**src/sv/tlmc_pkg.sv**
```systemverilog
package tlmc_pkg;

    // Tick rate and field widths.
    localparam int TICKS_PER_SECOND = 10;
    localparam int TICK_W           = 4;
    localparam int SEC_W            = 8;
    localparam int CFG_W            = 8;
    localparam int CFG_IDX_W        = 3;
    localparam int MODE_W           = 3;
    localparam int LAMP_W           = 5;

    // Controller modes, as shown on current_mode.
    localparam logic [MODE_W-1:0] MODE_RED       = 3'd0;
    localparam logic [MODE_W-1:0] MODE_GREEN     = 3'd1;
    localparam logic [MODE_W-1:0] MODE_WARN      = 3'd2;
    localparam logic [MODE_W-1:0] MODE_WALK      = 3'd3;
    localparam logic [MODE_W-1:0] MODE_PRIORITY  = 3'd4;
    localparam logic [MODE_W-1:0] MODE_BLINK_ON  = 3'd5;
    localparam logic [MODE_W-1:0] MODE_BLINK_OFF = 3'd6;
    localparam logic [MODE_W-1:0] MODE_DEBOUNCE  = 3'd7;

    // Lamp vector bits.
    localparam logic [LAMP_W-1:0] LAMP_NONE = 5'b00000;
    localparam logic [LAMP_W-1:0] LAMP_RR   = 5'b00001;
    localparam logic [LAMP_W-1:0] LAMP_RY   = 5'b00010;
    localparam logic [LAMP_W-1:0] LAMP_RG   = 5'b00100;
    localparam logic [LAMP_W-1:0] LAMP_WR   = 5'b01000;
    localparam logic [LAMP_W-1:0] LAMP_WG   = 5'b10000;

    // Configuration register indexes.
    localparam logic [CFG_IDX_W-1:0] CFG_RED_PHASE      = 3'd0;
    localparam logic [CFG_IDX_W-1:0] CFG_GREEN_PHASE    = 3'd1;
    localparam logic [CFG_IDX_W-1:0] CFG_CROSSING_WARN  = 3'd2;
    localparam logic [CFG_IDX_W-1:0] CFG_CROSSING_WALK  = 3'd3;
    localparam logic [CFG_IDX_W-1:0] CFG_PRIORITY_GREEN = 3'd4;
    localparam logic [CFG_IDX_W-1:0] CFG_BLINK_HALF     = 3'd5;
    localparam logic [CFG_IDX_W-1:0] CFG_EXIT_DEBOUNCE  = 3'd6;

    typedef struct packed {
        logic [MODE_W-1:0] mode;
        logic [TICK_W-1:0] tick;
        logic [SEC_W-1:0]  second;
        logic              prio_pend;
        logic              cross_pend;
        logic              serv_pend;
        logic [LAMP_W-1:0] lamp;
    } ctrl_state_t;

    typedef struct packed {
        logic [CFG_W-1:0] red_phase;
        logic [CFG_W-1:0] green_phase;
        logic [CFG_W-1:0] crossing_warn;
        logic [CFG_W-1:0] crossing_walk;
        logic [CFG_W-1:0] priority_green;
        logic [CFG_W-1:0] blink_half;
        logic [CFG_W-1:0] exit_debounce;
    } ctrl_cfg_t;

    typedef struct packed {
        logic priority_press;
        logic crossing_press;
        logic service_press;
        logic service_button_down;
    } tick_req_t;

    localparam ctrl_state_t STATE_RESET = '{
        mode:       MODE_RED,
        tick:       '0,
        second:     '0,
        prio_pend:  1'b0,
        cross_pend: 1'b0,
        serv_pend:  1'b0,
        lamp:       LAMP_RR | LAMP_WG
    };

    localparam ctrl_cfg_t CFG_RESET = '{
        red_phase:      8'd5,
        green_phase:    8'd5,
        crossing_warn:  8'd5,
        crossing_walk:  8'd10,
        priority_green: 8'd10,
        blink_half:     8'd5,
        exit_debounce:  8'd2
    };

endpackage

```
**src/sv/tlmc_step.sv**
```systemverilog
module tlmc_step
    import tlmc_pkg::*;
(
    input  ctrl_state_t cur,
    input  ctrl_cfg_t   cfg,
    input  tick_req_t   req,
    output ctrl_state_t nxt
);

    // Where the request order starts at a decision point.
    localparam logic [1:0] DEC_FULL  = 2'd0;
    localparam logic [1:0] DEC_PRIO  = 2'd1;
    localparam logic [1:0] DEC_CROSS = 2'd2;
    localparam logic [1:0] DEC_RED   = 2'd3;

    logic              maint;
    logic              any_pend;
    logic              sec_tick;
    logic [TICK_W-1:0] tick_inc;
    logic [SEC_W-1:0]  sec_sat;
    logic [SEC_W-1:0]  sec_now;
    logic              do_decide;
    logic [1:0]        level;
    logic              do_enter;
    logic [MODE_W-1:0] ent_mode;
    logic [LAMP_W-1:0] ent_lamp;

    always_comb
    begin
        maint = cur.mode inside {MODE_BLINK_ON, MODE_BLINK_OFF, MODE_DEBOUNCE};

        // Latch new requests first; maintenance presses are ignored in the blink and debounce modes.
        nxt            = cur;
        nxt.prio_pend  = cur.prio_pend | req.priority_press;
        nxt.cross_pend = cur.cross_pend | req.crossing_press;
        nxt.serv_pend  = cur.serv_pend | (req.service_press & ~maint);
        any_pend       = nxt.prio_pend | nxt.cross_pend | nxt.serv_pend;

        // Count the tick: seconds in the timed modes, raw ticks in maintenance.
        tick_inc = cur.tick + 1'b1;
        sec_sat  = (cur.second == '1) ? cur.second : cur.second + 1'b1;
        sec_tick = tick_inc >= TICK_W'(TICKS_PER_SECOND);
        if (maint)
        begin
            nxt.second = sec_sat;
        end
        else
        begin
            nxt.tick   = sec_tick ? '0 : tick_inc;
            nxt.second = sec_tick ? sec_sat : cur.second;
        end
        sec_now = nxt.second;

        // Pick the transition for the current mode.
        do_decide = 1'b0;
        level     = DEC_FULL;
        do_enter  = 1'b0;
        ent_mode  = MODE_RED;
        ent_lamp  = LAMP_RR | LAMP_WG;
        case (cur.mode)
            MODE_RED:
            begin
                if (sec_tick && any_pend)
                begin
                    do_decide = 1'b1;
                end
                else if (sec_tick && sec_now >= cfg.red_phase)
                begin
                    do_enter = 1'b1;
                    ent_mode = MODE_GREEN;
                    ent_lamp = LAMP_RG | LAMP_WR;
                end
            end
            MODE_GREEN:
            begin
                if (sec_tick && (any_pend || sec_now >= cfg.green_phase))
                begin
                    do_decide = 1'b1;
                end
            end
            MODE_WARN:
            begin
                if (sec_tick && sec_now >= cfg.crossing_warn)
                begin
                    do_enter = 1'b1;
                    ent_mode = MODE_WALK;
                    ent_lamp = LAMP_RR | LAMP_WG;
                end
            end
            MODE_WALK:
            begin
                if (sec_tick && sec_now >= cfg.crossing_walk)
                begin
                    do_decide = 1'b1;
                    level     = DEC_RED;
                end
            end
            MODE_PRIORITY:
            begin
                if (sec_tick && sec_now >= cfg.priority_green)
                begin
                    do_decide = 1'b1;
                    level     = DEC_CROSS;
                end
            end
            MODE_BLINK_ON:
            begin
                if (sec_now >= cfg.blink_half)
                begin
                    do_enter = 1'b1;
                    ent_mode = MODE_BLINK_OFF;
                    ent_lamp = LAMP_NONE;
                end
            end
            MODE_BLINK_OFF:
            begin
                if (sec_now >= cfg.blink_half)
                begin
                    do_enter = 1'b1;
                    ent_mode = req.service_button_down ? MODE_DEBOUNCE : MODE_BLINK_ON;
                    ent_lamp = req.service_button_down ? LAMP_NONE : LAMP_RY;
                end
            end
            default:
            begin
                // Debounce: a button still held ends maintenance.
                if (sec_now >= cfg.exit_debounce)
                begin
                    if (req.service_button_down)
                    begin
                        nxt.serv_pend = 1'b0;
                        do_decide     = 1'b1;
                        level         = DEC_PRIO;
                    end
                    else
                    begin
                        do_enter = 1'b1;
                        ent_mode = MODE_BLINK_ON;
                        ent_lamp = LAMP_RY;
                    end
                end
            end
        endcase

        // Serve pending requests in order from the chosen starting point.
        if (do_decide)
        begin
            do_enter = 1'b1;
            if (level == DEC_FULL && nxt.serv_pend)
            begin
                ent_mode = MODE_BLINK_ON;
                ent_lamp = LAMP_RY;
            end
            else if (level <= DEC_PRIO && nxt.prio_pend)
            begin
                nxt.prio_pend = 1'b0;
                ent_mode      = MODE_PRIORITY;
                ent_lamp      = LAMP_RG | LAMP_WR;
            end
            else if (level <= DEC_CROSS && nxt.cross_pend)
            begin
                nxt.cross_pend = 1'b0;
                ent_mode       = MODE_WARN;
                ent_lamp       = cur.lamp | LAMP_RY;
            end
            else
            begin
                ent_mode = MODE_RED;
                ent_lamp = LAMP_RR | LAMP_WG;
            end
        end

        // Entering a mode restarts both counters.
        if (do_enter)
        begin
            nxt.mode   = ent_mode;
            nxt.lamp   = ent_lamp;
            nxt.tick   = '0;
            nxt.second = '0;
        end
    end

endmodule

```
**src/sv/traffic_light_mode_controller.sv**
```systemverilog
// Road and pedestrian light controller stepped by one 100 ms tick per input request.
// Each accepted request is one tick and yields exactly one result request showing the
// lamps and mode after that tick. The whole step is one
// pass of logic from the state register back into itself, and that state register
// drives the result ports, so a new tick is accepted in every cycle in which the
// previous result is taken (or none is waiting). Configuration writes land on the
// next clock edge and are meant to be made while no result is outstanding.
module traffic_light_mode_controller
    import tlmc_pkg::*;
(
    input  logic                 clk,
    input  logic                 rst_n,
    // Tick requests.
    input  logic                 in_valid,
    output logic                 in_ready,
    input  logic                 priority_press,
    input  logic                 crossing_press,
    input  logic                 service_press,
    input  logic                 service_button_down,
    // Lamp results.
    output logic                 out_valid,
    input  logic                 out_ready,
    output logic                 road_red_lamp,
    output logic                 road_yellow_lamp,
    output logic                 road_green_lamp,
    output logic                 walker_red_lamp,
    output logic                 walker_green_lamp,
    output logic [MODE_W-1:0]    current_mode,
    // Configuration writes.
    input  logic                 cfg_write,
    input  logic [CFG_IDX_W-1:0] cfg_index,
    input  logic [CFG_W-1:0]     cfg_data
);

    ctrl_state_t state_reg;
    ctrl_state_t state_next;
    ctrl_state_t step_state;
    ctrl_cfg_t   cfg_reg;
    ctrl_cfg_t   cfg_next;
    tick_req_t   req;
    logic        out_valid_reg;
    logic        out_valid_next;
    logic        accept;

    assign req = '{
        priority_press:      priority_press,
        crossing_press:      crossing_press,
        service_press:       service_press,
        service_button_down: service_button_down
    };

    tlmc_step u_step (
        .cur (state_reg),
        .cfg (cfg_reg),
        .req (req),
        .nxt (step_state)
    );

    // Handshake: the state register doubles as the result register.
    assign in_ready       = ~out_valid_reg | out_ready;
    assign accept         = in_valid & in_ready;
    assign state_next     = accept ? step_state : state_reg;
    assign out_valid_next = accept | (out_valid_reg & ~out_ready);

    // Configuration register writes; unused indexes are dropped.
    always_comb
    begin
        cfg_next = cfg_reg;
        if (cfg_write)
        begin
            case (cfg_index)
                CFG_RED_PHASE:      cfg_next.red_phase      = cfg_data;
                CFG_GREEN_PHASE:    cfg_next.green_phase    = cfg_data;
                CFG_CROSSING_WARN:  cfg_next.crossing_warn  = cfg_data;
                CFG_CROSSING_WALK:  cfg_next.crossing_walk  = cfg_data;
                CFG_PRIORITY_GREEN: cfg_next.priority_green = cfg_data;
                CFG_BLINK_HALF:     cfg_next.blink_half     = cfg_data;
                CFG_EXIT_DEBOUNCE:  cfg_next.exit_debounce  = cfg_data;
                default:            cfg_next = cfg_reg;
            endcase
        end
    end

    always_ff @(posedge clk or negedge rst_n)
    begin
        if (!rst_n)
        begin
            state_reg     <= STATE_RESET;
            cfg_reg       <= CFG_RESET;
            out_valid_reg <= 1'b0;
        end
        else
        begin
            state_reg     <= state_next;
            cfg_reg       <= cfg_next;
            out_valid_reg <= out_valid_next;
        end
    end

    // Result ports.
    assign out_valid         = out_valid_reg;
    assign road_red_lamp     = state_reg.lamp[0];
    assign road_yellow_lamp  = state_reg.lamp[1];
    assign road_green_lamp   = state_reg.lamp[2];
    assign walker_red_lamp   = state_reg.lamp[3];
    assign walker_green_lamp = state_reg.lamp[4];
    assign current_mode      = state_reg.mode;

endmodule

```
**config.mk**
```make
export PLATFORM = sky130hd
export DESIGN_NAME = traffic_light_mode_controller
export DESIGN_NICKNAME = d
export VERILOG_FILES = /design/src/sv/tlmc_pkg.sv /design/src/sv/tlmc_step.sv /design/src/sv/traffic_light_mode_controller.sv
export SDC_FILE = /design/constraint.sdc
export NUM_CORES = 1
export LEC_CHECK = 0
export BUFFER_PORTS_ARGS = -buffer_cell sky130_fd_sc_hd__buf_2
export CELL_PAD_IN_SITES_DETAIL_PLACEMENT = 0
export CELL_PAD_IN_SITES_GLOBAL_PLACEMENT = 1
export CORE_MARGIN = 2
export CORE_UTILIZATION = 53
export DETAILED_ROUTE_END_ITERATION = 8
export GPL_TIMING_DRIVEN = 0
export PLACE_DENSITY = 0.89
export SYNTH_ARGS = -nofsm -noshare
export SYNTH_HDL_FRONTEND = slang
export SYNTH_HIERARCHICAL = 1
export SYNTH_SLANG_ARGS = --single-unit
```
**constraint.sdc**
```tcl
create_clock -name clk -period 10.3 [get_ports clk]
set_input_delay 1.545 -clock clk [delete_from_list [all_inputs] [get_ports clk]]
set_output_delay 1.545 -clock clk [all_outputs]
set_load 0.01 [all_outputs]
```
==> impl_summary.md, run 1 <==
Clocking
Buffers added to address setup during post-CTS repair amount to 0. The clock network latency to the later pin of the worst-skew pair is 0.35 ns. The clock slew seen by the registers of the worst setup and hold paths is 0.08 ns.

The number of buffers inserted during clock tree synthesis is 9. For this design, the CTS-stage hold fixing added 0 buffers. The tree is rooted in a clkbuf_8. CTS saw 80 sinks. The total number of H-tree levels is 3.

In this run the deepest clock path goes through 2 buffers. The total of cells resized after clock tree synthesis is 0. TritonCTS built the clock tree.

Critical path
At the worst endpoint, the arrival time is 5.97 ns. STA classifies the critical path endpoint as a flip-flop. Along the worst path, the maximum fanout reaches 10.

The count of buffer and inverter cells on the critical path is 2. Traced cell by cell, the critical path runs through nand3_1 -> xnor2_1 -> a21oi_1 -> a31oi_1 -> nand4_1 -> xnor2_1 -> ha_1 -> a22o_1 -> o41ai_1 -> a311oi_1 -> or4_1 -> buf_2 -> or3_4 -> buf_6 -> o221ai_1 -> mux2_2. The library cell contributing the largest single delay on the critical path is xnor2_1. In this design, the critical path's most frequently occurring cell is xnor2_1.

STA classifies the critical path startpoint as a flip-flop. The gate family responsible for the most delay along the worst path is compound AO/OA/AOI/OAI gates. The type of the worst setup path is reg2reg. The required time at the endpoint of the critical path is 10.60 ns.

In this design, the stage delay of the slowest critical-path cell is 0.84 ns.

Place
The detailed placement HPWL is 8.01 mm. The port buffer count is 27. Before CTS, the worst setup slack after placement is 4.66 ns. The congestion estimate from routability-driven global placement came to 0.844.

STA
The final clock period utilization by the worst path is 55.0%. Hold timing on the final database bottoms out at a slack of 0.506 ns. The final hold violation count was 0. The upper clock frequency limit is 176 MHz. The total negative slack is 0 ns.

Setup violations remaining at the end of the flow were counted as 0. The worst relative slew slack is 16.3%. The final count of pins violating max slew was 0.

The transition at the pin with the smallest max-transition slack is 1.22 ns. The least setup slack across all paths after layout is 4.63 ns. On the final layout, the worst clock skew is 0.0135 ns. Setup repair after global routing left no endpoint under its margin.

The time the worst path needs with I/O delays and setup is 5.67 ns.

Routing
Once detail routing completed, the nets flagged for antenna violations numbered 0. Summing over every cut layer, the via total after detailed routing is 3,719. The number of design-rule violations left by the first detailed-router iteration is 134. The number of optimization iterations in the first detailed-route pass is 4.

The final routed wirelength across all metal layers is 10.9 mm. The wire length per cell is 16.6 µm. The via-per-instance ratio is 5.67. The DRC violation count after routing is 0.

Die
The chip width is 103 µm. Once the floorplan was initialized, standard cells occupied 53.9% of the core. The number of placement rows is 36. The floorplan step defined a core boundary enclosing 9680 µm². Pin placement for this block handled 30 I/O pins. The floorplan step set the die height to 103 µm. The die covers 10,700 µm².

Global routing
Entering global routing, the biggest net connects 64 pins. The global routing usage summed across all routing layers is 23.0%. The first-pass GRT wire length is 18.5 mm. The number of global-route vias before repair is 3,838.

The overall overflow remaining after global route is 0. The number of antenna violations at the first check in global routing is 0.

Logic synthesis
In this run, synthesis produced a sequential element count of 80. Yosys mapped a number of flops with a built-in enable equal to 0. The share of the Yosys chip area taken by registers is 38.7%. The count of distinct cell types in the synthesized netlist is 62. After technology mapping, the gate count stands at 479. The most frequently used flop master after synthesis is dfrtp_1. The net count after synthesis is 558. The mean instance size in the synthesized netlist is 10.9 µm².

In this run the cell area of the synthesized design comes to 5220 µm². After synthesis, the share of flip-flops with an asynchronous set or reset is 100%. The number of warnings issued by yosys is 6.

Power and ir drop
For this design the static power due to leakage is 2.76 nW. The worst ir drop on vdd is 0.124 mV. The completed layout was analyzed and its total power is 1.21 mW.

Power spread over the standard cell area amounts to 211 nW/µm².

Final layout
The number of flip-flops in the largest register is 56. 0 antenna diodes ended up in the layout. The share of cells above drive strength 1 is 30.6%. The synthesis-to-layout area growth is 10.0%. The number of filler cells placed in the layout is 819. The register cell area after layout is 2020 µm². In the final design database the tool counted 597 nets.

The final core area utilization is 59.3%. The multi-input combinational cells in the finished layout cover a total of 2890 µm².

Run
The max capacitance violation total is 0.

Run status
The run finished with clean final reports.

Hold path
The min-delay analysis places its worst path in the category reg2reg.
## area by class of cell
| class | count | share of cell area (%) |
|---|---|---|
| Clock buffer | 14 | 2.66 |
| Timing Repair Buffer | 28 | 2.88 |
| Sequential cell | 80 | 35.2 |
| Buffer | 12 | 1.35 |
| Clock inverter | 2 | 0.676 |
| Inverter | 60 | 3.92 |
| Multi-Input combinational cell | 327 | 50.4 |
| Tap cell | 133 | 2.90 |
## cells in the mapped netlist (all sizes together), types with 7 or more instances
master  instances  area [µm²]
mux2           81         912
dfrtp          65        1630
inv            60         225
ha             59         738
nand2          21        78.8
nor2           21        78.8
a21oi          20         104
dfstp          15         394
o21ai          15        78.8
buf            11        73.8
nor3           11        77.6
nand2b          7        58.8
xnor2           7        61.3
## cells in the final DEF, fill, tap and decap left out, types with 14 or more instances in the layout
cell     Yosys  routed
nor2_1      21      21
dfrtp_1     65      65
inv_1       60      60
buf_2        5      31
o21ai_0     14      14
dfstp_2     15      15
nand2_1     21      21
a21oi_1     19      19
mux2_2      81      81
ha_1        59      59
## path summary, 6_finish.rpt
check,from,end,slack [ns],cells past startpoint
worst max-delay path,state_reg[16]$_DFFE_PN0P_,walker_red_lamp$_DFFE_PN0P_,4.63,16
worst min register to register,cfg_reg[33]$_DFFE_PN0P_,cfg_reg[33]$_DFFE_PN0P_,0.51,1
max in group asynchronous,rst_n,cfg_reg[42]$_DFFE_PN1P_,8.59,2
worst min-delay path,cfg_reg[33]$_DFFE_PN0P_,cfg_reg[33]$_DFFE_PN0P_,0.51,1
worst max register to register,state_reg[16]$_DFFE_PN0P_,walker_red_lamp$_DFFE_PN0P_,4.63,16
min in group asynchronous,rst_n,state_reg[17]$_DFFE_PN0P_,1.06,1
## stage by stage
stage                     instance area (µm²)  std cells
final                                    5740        656
after global routing                     5740        656
after CTS                                5740        656
after detailed placement                 5550        640
after global placement                   5520        639
after floorplan                          5220        479
## report_power, final
part	total, mW	switching [mW]	internal [mW]
Clock	0.231	0.111	0.120
Combinational	0.534	0.280	0.254
Sequential	0.449	0.0510	0.398
## kinds of logic (layout without fill, tap and decap cells)
group	Yosys count	count (layout)	synth area share, %
fa+ha+maj	59	59	14.1
flops	80	80	38.7
mux	83	83	17.9
buf+inv	72	116	5.80
xor+xnor	8	8	1.34
simple gates	102	102	11.8
compound gates	75	75	10.3
## per-layer routing
| metal | track usage (%) | wire length [µm] | vias up |
|---|---|---|---|
| met5 | 0 | 0 | - |
| met1 | 29.4 | 4820 | 1833 |
| met3 | 4.03 | 409 | 24 |
| met4 | 8.50 | 281 | 0 |
| met2 | 39.3 | 5390 | 67 |
| li1 | - | - | 1795 |
(Power assumes the default switching activity.)
==> run 2, diff against run 1 <==
Settings changed: CORE_UTILIZATION 53 to 50, PLACE_DENSITY 0.89 to 0.85.
Clock period 10.3 ns to 5.3 ns, I/O delays scaled along.
==> impl_summary.md, run 2 (same netlist as run 1, synthesis figures left out) <==
Routing
The via-per-instance ratio is 5.63 (-0.72%). The wire length per cell is 16.7 µm (+0.81%). The final routed wirelength across all metal layers is 11.0 mm (+1.3%). The DRC violation count after routing is 0 (unchanged). The total number of vias is 3,709 (-0.27%). The number of design-rule violations left by the first detailed-router iteration came to 169 (+26%). The count of nets left with antenna violations after detail routing is 0 (unchanged). The number of optimization iterations in the first detailed-route pass is 4 (unchanged).

Final layout
From synthesis to final layout, the design area changed by 12.2%. The most frequent standard cell in the layout excluding fill and tap cells is mux2_2. The share of cells above drive strength 1 came to 33.3% (+2.7 points). The post-layout instance area came to 5860 µm² (+2.0%). In the layout the commonest cells are mux2_2 (81), dfrtp_1 (65), inv_1 (60), ha_1 (59), buf_2 (31). The antenna diode count was 0 (unchanged). The number of flip-flops in the largest register is 56 (unchanged).

The final core area utilization is 57.2% (-2.0 points). The final net count is 597 (unchanged).

STA
The final count of pins violating max slew is 0 (unchanged). The number of endpoints failing setup at the final stage is 0 (unchanged). The post-route clock skew is 0.00839 ns (-0.00514 ns). The final clock period utilization by the worst path came to 94.4% (+39 points). The total negative slack was 0 ns (unchanged).

The worst relative slew slack is 38.6% (+22 points). The transition at the pin with the smallest max-transition slack is 0.919 ns (-0.304 ns). The time the worst path needs with I/O delays and setup is 5.00 ns (-0.666 ns). The upper clock frequency limit is 200 MHz (+13%). The final hold violation count is 0 (unchanged).

The least setup slack across all paths after layout came to 0.299 ns (-4.33 ns).

Die
The initial cell density of the core is 51.0% (-2.9 points). The number of placement rows is 37 (+2.8%). The number of I/O pins came to 30 (unchanged).

The die boundary height came to 106 µm (+2.8%). The area inside the core boundary is 10,200 µm² (+5.6%). The die footprint is 11,300 µm² (+5.8%).

The chip width is 106 µm (+2.8%).

Clocking
The buffer type at the clock tree root is clkbuf_8. The total number of H-tree levels came to 3 (unchanged). The worst-case clock buffer depth came to 2 (unchanged). The clock slew seen by the registers of the worst setup and hold paths is 0.09 ns (about the same). The clock sink count is 80 (unchanged). The CTS tree is built. The clock network latency to the later pin of the worst-skew pair is 0.35 ns (about the same). The number of buffers added to fix hold violations after cts is 0 (unchanged). The number of buffers inserted during clock tree synthesis is 9 (unchanged). The post-CTS setup-driven buffer insertion count is 0 (unchanged).

Power and ir drop
The static leakage is 2.84 nW (+2.6%). The power density normalized to cell area is 411 nW/µm² (+94%). The worst ir drop on vdd came to 0.192 mV (+54%).

Global routing
The overall overflow remaining after global route is 0 (unchanged). The maximum number of pins on one net before global-route repair is 69 (+7.8%). The number of global-route vias before repair is 3,695 (-3.7%). The first-pass GRT wire length came to 18.2 mm (-1.3%). The number of antenna violations at the first check in global routing is 0 (unchanged). The global routing usage summed across all routing layers was 20.9% (-2.1 points).

Critical path
STA classifies the critical path endpoint as a flip-flop. The required time at the endpoint of the critical path is 5.60 ns (-5.00 ns). The arrival time of the worst setup path is 5.30 ns (-0.67 ns). The largest fanout on the critical path is 10 (unchanged).

The type of the worst setup path is reg2reg. The element type at the critical path start is a flip-flop.

Place
The detailed placement HPWL is 8.11 mm (+1.3%). The standard cell area after detailed placement is 5550 µm² (about the same). The final weighted congestion of routability-driven global placement is 0.894 (+6.0%). The worst slack after detailed placement came to -0.201 ns (-4.86 ns). The port buffer count came to 27 (unchanged).

Hold path
The class of the most critical hold timing path is in2async.

Run
The max capacitance violation total is 0 (unchanged).

Run status
The flow ran to the end, and the final reports show no timing, DRC or antenna violations.
run 2: cell count changes in the layout (fill, tap and decap cells not counted), moves of 2 or more:
cell,before,now
xnor2_1,7,1
clkinvlp_4,0,2
xnor2_2,0,4
clkbuf_1,5,1
xnor2_4,0,2
inv_6,0,2
run 2: metrics by stage:
stage / hold slack [ns] / instances / total power [mW]
2_1_floorplan: 0.479 / 479 / 1.63
3_3_place_gp: 0.489 / 642 / 1.86
3_5_place_dp: 0.495 / 643 / 1.92
4_1_cts: 0.281 / 659 / 2.41
5_1_grt: 0.288 / 659 / 2.62
6_report: 0.290 / 659 / 2.40
run 2: critical path: stages, from the launching register on:
cell and delay, ns:
dfrtp_1 0.44, ha_1 0.26, xnor2_1 0.13, nand3b_1 0.17
a21oi_1 0.16, a31oi_2 0.39, nand2_1 0.16, xnor2_2 0.46
ha_1 0.35, a211oi_1 0.22, o21ai_0 0.16, a21oi_1 0.29
nor3_1 0.18, or4_1 0.51, buf_2 0.17, or3_4 0.38
buf_6 0.16, o221ai_1 0.18, mux2_2 0.17
run 2: repair_timing:
| action | in CTS | in global routing |
|---|---|---|
| gates resized for setup | 4 | 9 |
| endpoints found under the hold margin | 0 | 0 |
| setup endpoints to repair | 15 | 20 |
run 2: worst paths after layout:
kind / to / slack [ns] / start / cells after the start
min reg2reg: cfg_reg[12]$_DFFE_PN0P_ / 0.51 / cfg_reg[12]$_DFFE_PN0P_ / 1
max reg2reg: road_green_lamp$_DFFE_PN0P_ / 0.30 / state_reg[16]$_DFFE_PN0P_ / 18
min: current_mode[1]$_DFFE_PN0P_ / 0.29 / rst_n / 1
max in group asynchronous: cfg_reg[34]$_DFFE_PN1P_ / 4.37 / rst_n / 2
min in group clk: cfg_reg[12]$_DFFE_PN0P_ / 0.51 / cfg_reg[12]$_DFFE_PN0P_ / 1
max: road_green_lamp$_DFFE_PN0P_ / 0.30 / state_reg[16]$_DFFE_PN0P_ / 18
run 2: area by class of cell:
cell class / instances / area, µm²
buffer: 12 / 77.6
inverter: 60 / 225
sequential: 80 / 2020
multi-input combinational: 327 / 2980
fill: 876 / 4380
timing repair buffer: 28 / 165
tap: 136 / 170
clock inverter: 5 / 62.6
clock buffer: 11 / 151
run 2: routing by layer:
metal  wire length (µm)  share of wire [%]  global-route usage, %
met4                216                2.0                   7.24
met5                  0                  0                      0
met2               5520                 50                   36.0
met1               4980                 45                   27.0
met3                318                2.9                   2.94
run 2: report_power, final:
part           leakage, nW  internal, mW  switching (mW)
logic                 1.79         0.505           0.547
registers            0.946         0.772           0.101
clock network        0.103         0.247           0.232
==> run 3, diff against run 2 <==
Settings changed: GPL_TIMING_DRIVEN 0 to not set.
==> impl_summary.md, run 3 (same netlist as run 1, synthesis figures left out) <==
Routing
The total number of vias was 3,735 (+0.70%). The DRC violation count after routing is 0 (unchanged). The wire length per cell is 17.8 µm (+6.6%). The number of design-rule violations left by the first detailed-router iteration is 219 (+30%).

The count of nets left with antenna violations after detail routing is 0 (unchanged). The via-per-instance ratio is 5.68 (+1.0%). The final routed wirelength across all metal layers is 11.7 mm (+6.2%).

The number of optimization iterations in the first detailed-route pass is 4 (unchanged).

Final layout
From synthesis to final layout, the design area changed by 10.2%. The antenna diode count is 0 (unchanged). Leaving out fill and tap cells, the most frequent cells in the layout are mux2_2 (81), dfrtp_1 (65), inv_1 (60), ha_1 (59), buf_2 (28). The most frequent standard cell in the layout excluding fill and tap cells is mux2_2. The share of cells above drive strength 1 is 31.9% (-1.4 points). The number of flip-flops in the largest register is 56 (unchanged). The final net count is 595 (-0.34%).

STA
The final count of pins violating max slew is 0 (unchanged). The time the worst path needs with I/O delays and setup was 4.78 ns (-0.219 ns). The number of endpoints failing setup at the final stage came to 0 (unchanged). The least setup slack across all paths after layout is 0.518 ns (+0.219 ns). The final clock period utilization by the worst path is 90.2% (-4.1 points). The post-route clock skew is 0.0126 ns (+0.00422 ns).

The worst relative slew slack was 32.4% (-6.2 points). Setup repair after global routing left no endpoint under its margin. The total negative slack came to 0 ns (unchanged). The transition at the pin with the smallest max-transition slack is 1.01 ns (+0.0950 ns).

The final hold violation count was 0 (unchanged). The upper clock frequency limit is 209 MHz (+4.6%).

Hold path
The hold path startpoint is cfg_reg[7]$_DFFE_PN0P_. For hold timing, the worst endpoint is cfg_reg[7]$_DFFE_PN0P_. The hold-critical path depth is 1. The class of the most critical hold timing path is reg2reg.

Clocking
The clock sink count came to 80 (unchanged). The clock network latency to the later pin of the worst-skew pair is 0.37 ns (+0.02 ns). The CTS tree is built. The clock slew seen by the registers of the worst setup and hold paths is 0.09 ns (about the same). The worst-case clock buffer depth came to 2 (unchanged).

The tree is rooted in a clkbuf_8. The total number of H-tree levels is 3 (unchanged). The number of buffers inserted during clock tree synthesis is 9 (unchanged).

Die
The initial cell density of the core is 51.0% (unchanged). The chip width is 106 µm (unchanged). The area inside the core boundary is 10,200 µm² (unchanged). The number of I/O pins came to 30 (unchanged). The number of placement rows was 37 (unchanged). The die footprint is 11,300 µm² (unchanged). The die boundary height came to 106 µm (unchanged).

Power and ir drop
The part of the power in combinational logic is 43.7% (about the same). The worst ir drop on vdd is 0.178 mV (-7.1%). The power dissipated by switching net loads is 896 µW (+1.8%). The internal power was 1.50 mW (-1.8%). The static leakage was 2.77 nW (-2.3%). The power after layout is 2.39 mW (-0.47%).

The net switching fraction of the power is 37.4% (+0.82 points). The power density normalized to cell area is 416 nW/µm² (+1.3%). The sequential share of power is 36.3% (about the same). The share of power burned in the clock network is 20.0% (about the same).

Critical path
STA classifies the critical path startpoint as a flip-flop. In this run the critical register-to-register path is captured at road_green_lamp$_DFFE_PN0P_. The nature of the critical path endpoint is a flip-flop. The number of cells traversed by the worst register-to-register path was 16 (-2). The reg-to-reg startpoint is state_reg[16]$_DFFE_PN0P_. The required time at the endpoint of the critical path is 5.61 ns (about the same). The arrival time of the worst setup path is 5.09 ns (-0.21 ns).

The largest fanout on the critical path was 15 (+5). The type of the worst setup path is reg2reg. The internal reg-to-reg setup slack is 0.52 ns (+0.22 ns).

Run
The max capacitance violation total is 0 (unchanged).

Place
The worst slack after detailed placement is 0.240 ns (+0.441 ns). The final weighted congestion of routability-driven global placement came to 0.846 (-5.3%). The detailed placement HPWL is 8.59 mm (+5.9%).

The port buffer count is 29 (+7.4%).

Global routing
The overall overflow remaining after global route came to 0 (unchanged). The maximum number of pins on one net before global-route repair came to 81 (+17%). The number of antenna violations at the first check in global routing was 0 (unchanged). The global-route track usage on met2 came to 39.0% (+2.9 points). The first-pass GRT wire length is 19.7 mm (+8.2%). The busiest layer in global routing is met2.

The fraction of met3 tracks used by global routing is 3.19% (+0.25 points). The number of global-route vias before repair is 3,863 (+4.5%). The global routing usage summed across all routing layers is 22.8% (+1.9 points). The global routing met1 resource utilization is 30.1% (+3.2 points).

Run status
The flow ran to the end, and the final reports show no timing, DRC or antenna violations.
[run 3: what timing repair did]
item	4_1_cts	5_1_grt
hold endpoints to repair	0	0
resized for setup	0	3
endpoints found under the setup margin	0	17
setup buffers	0	0
hold buffers	0	0
[run 3: final cells by class]
cell class	instances	area, µm²
multi-input cells	327	2920
clock buffers	10	138
flip-flops and latches	80	2020
clock inverters	6	67.6
well taps	136	170
inverters	60	225
fillers	888	4480
repair buffers	38	215
[run 3: routing by layer]
layer  up-vias  routed length [µm]
met5         -                   0
met4         0                 119
met3         7                 401
met1      1869                5250
met2        66                5950
li1       1793                   -
[run 3: critical path, cell delays in order, from the launching register on]
cell	delay, ns
dfrtp_1	0.45
ha_1	0.27
xnor2_1	0.14
nand3b_1	0.17
a21oi_1	0.16
a31oi_2	0.37
nand2_1	0.16
xnor2_2	0.39
ha_1	0.33
a211oi_1	0.22
o21ai_0	0.13
a21oi_1	0.26
nor3_1	0.16
or4_1	0.65
or3_4	0.48
o221ai_1	0.20
mux2_2	0.17
[run 3: worst max path at each step]
stage                     slack [ns]                      start                          end
after floorplan                 0.97  state_reg[16]$_DFFE_PN0P_  road_green_lamp$_DFFE_PN0P_
after global placement          0.38  state_reg[16]$_DFFE_PN0P_  walker_red_lamp$_DFFE_PN0P_
after detailed placement        0.24  state_reg[16]$_DFFE_PN0P_  road_green_lamp$_DFFE_PN0P_
after CTS                       0.25  state_reg[16]$_DFFE_PN0P_  road_green_lamp$_DFFE_PN0P_
after global routing            0.20  state_reg[16]$_DFFE_PN0P_  current_mode[1]$_DFFE_PN0P_
final                           0.52  state_reg[16]$_DFFE_PN0P_  road_green_lamp$_DFFE_PN0P_
[run 3: power groups by stage]
stage               Clock [mW]  Combinational, mW  Sequential (mW)
detailed placement           0               1.03            0.881
floorplan                    0              0.769            0.864
CTS                      0.490               1.04            0.868
finish                   0.478               1.05            0.869
global route             0.517               1.18            0.890
global placement             0              0.987            0.870
[run 3: through the flow]
step                      util (%)  instances  instance area, µm²  hold WS, ns
final                         56.2        657                5750        0.512
after global routing          56.2        657                5750        0.530
after CTS                     56.0        657                5730        0.515
after detailed placement      54.0        641                5530        0.494
after global placement        54.0        641                5530        0.487
after floorplan                  -        479                5220        0.479
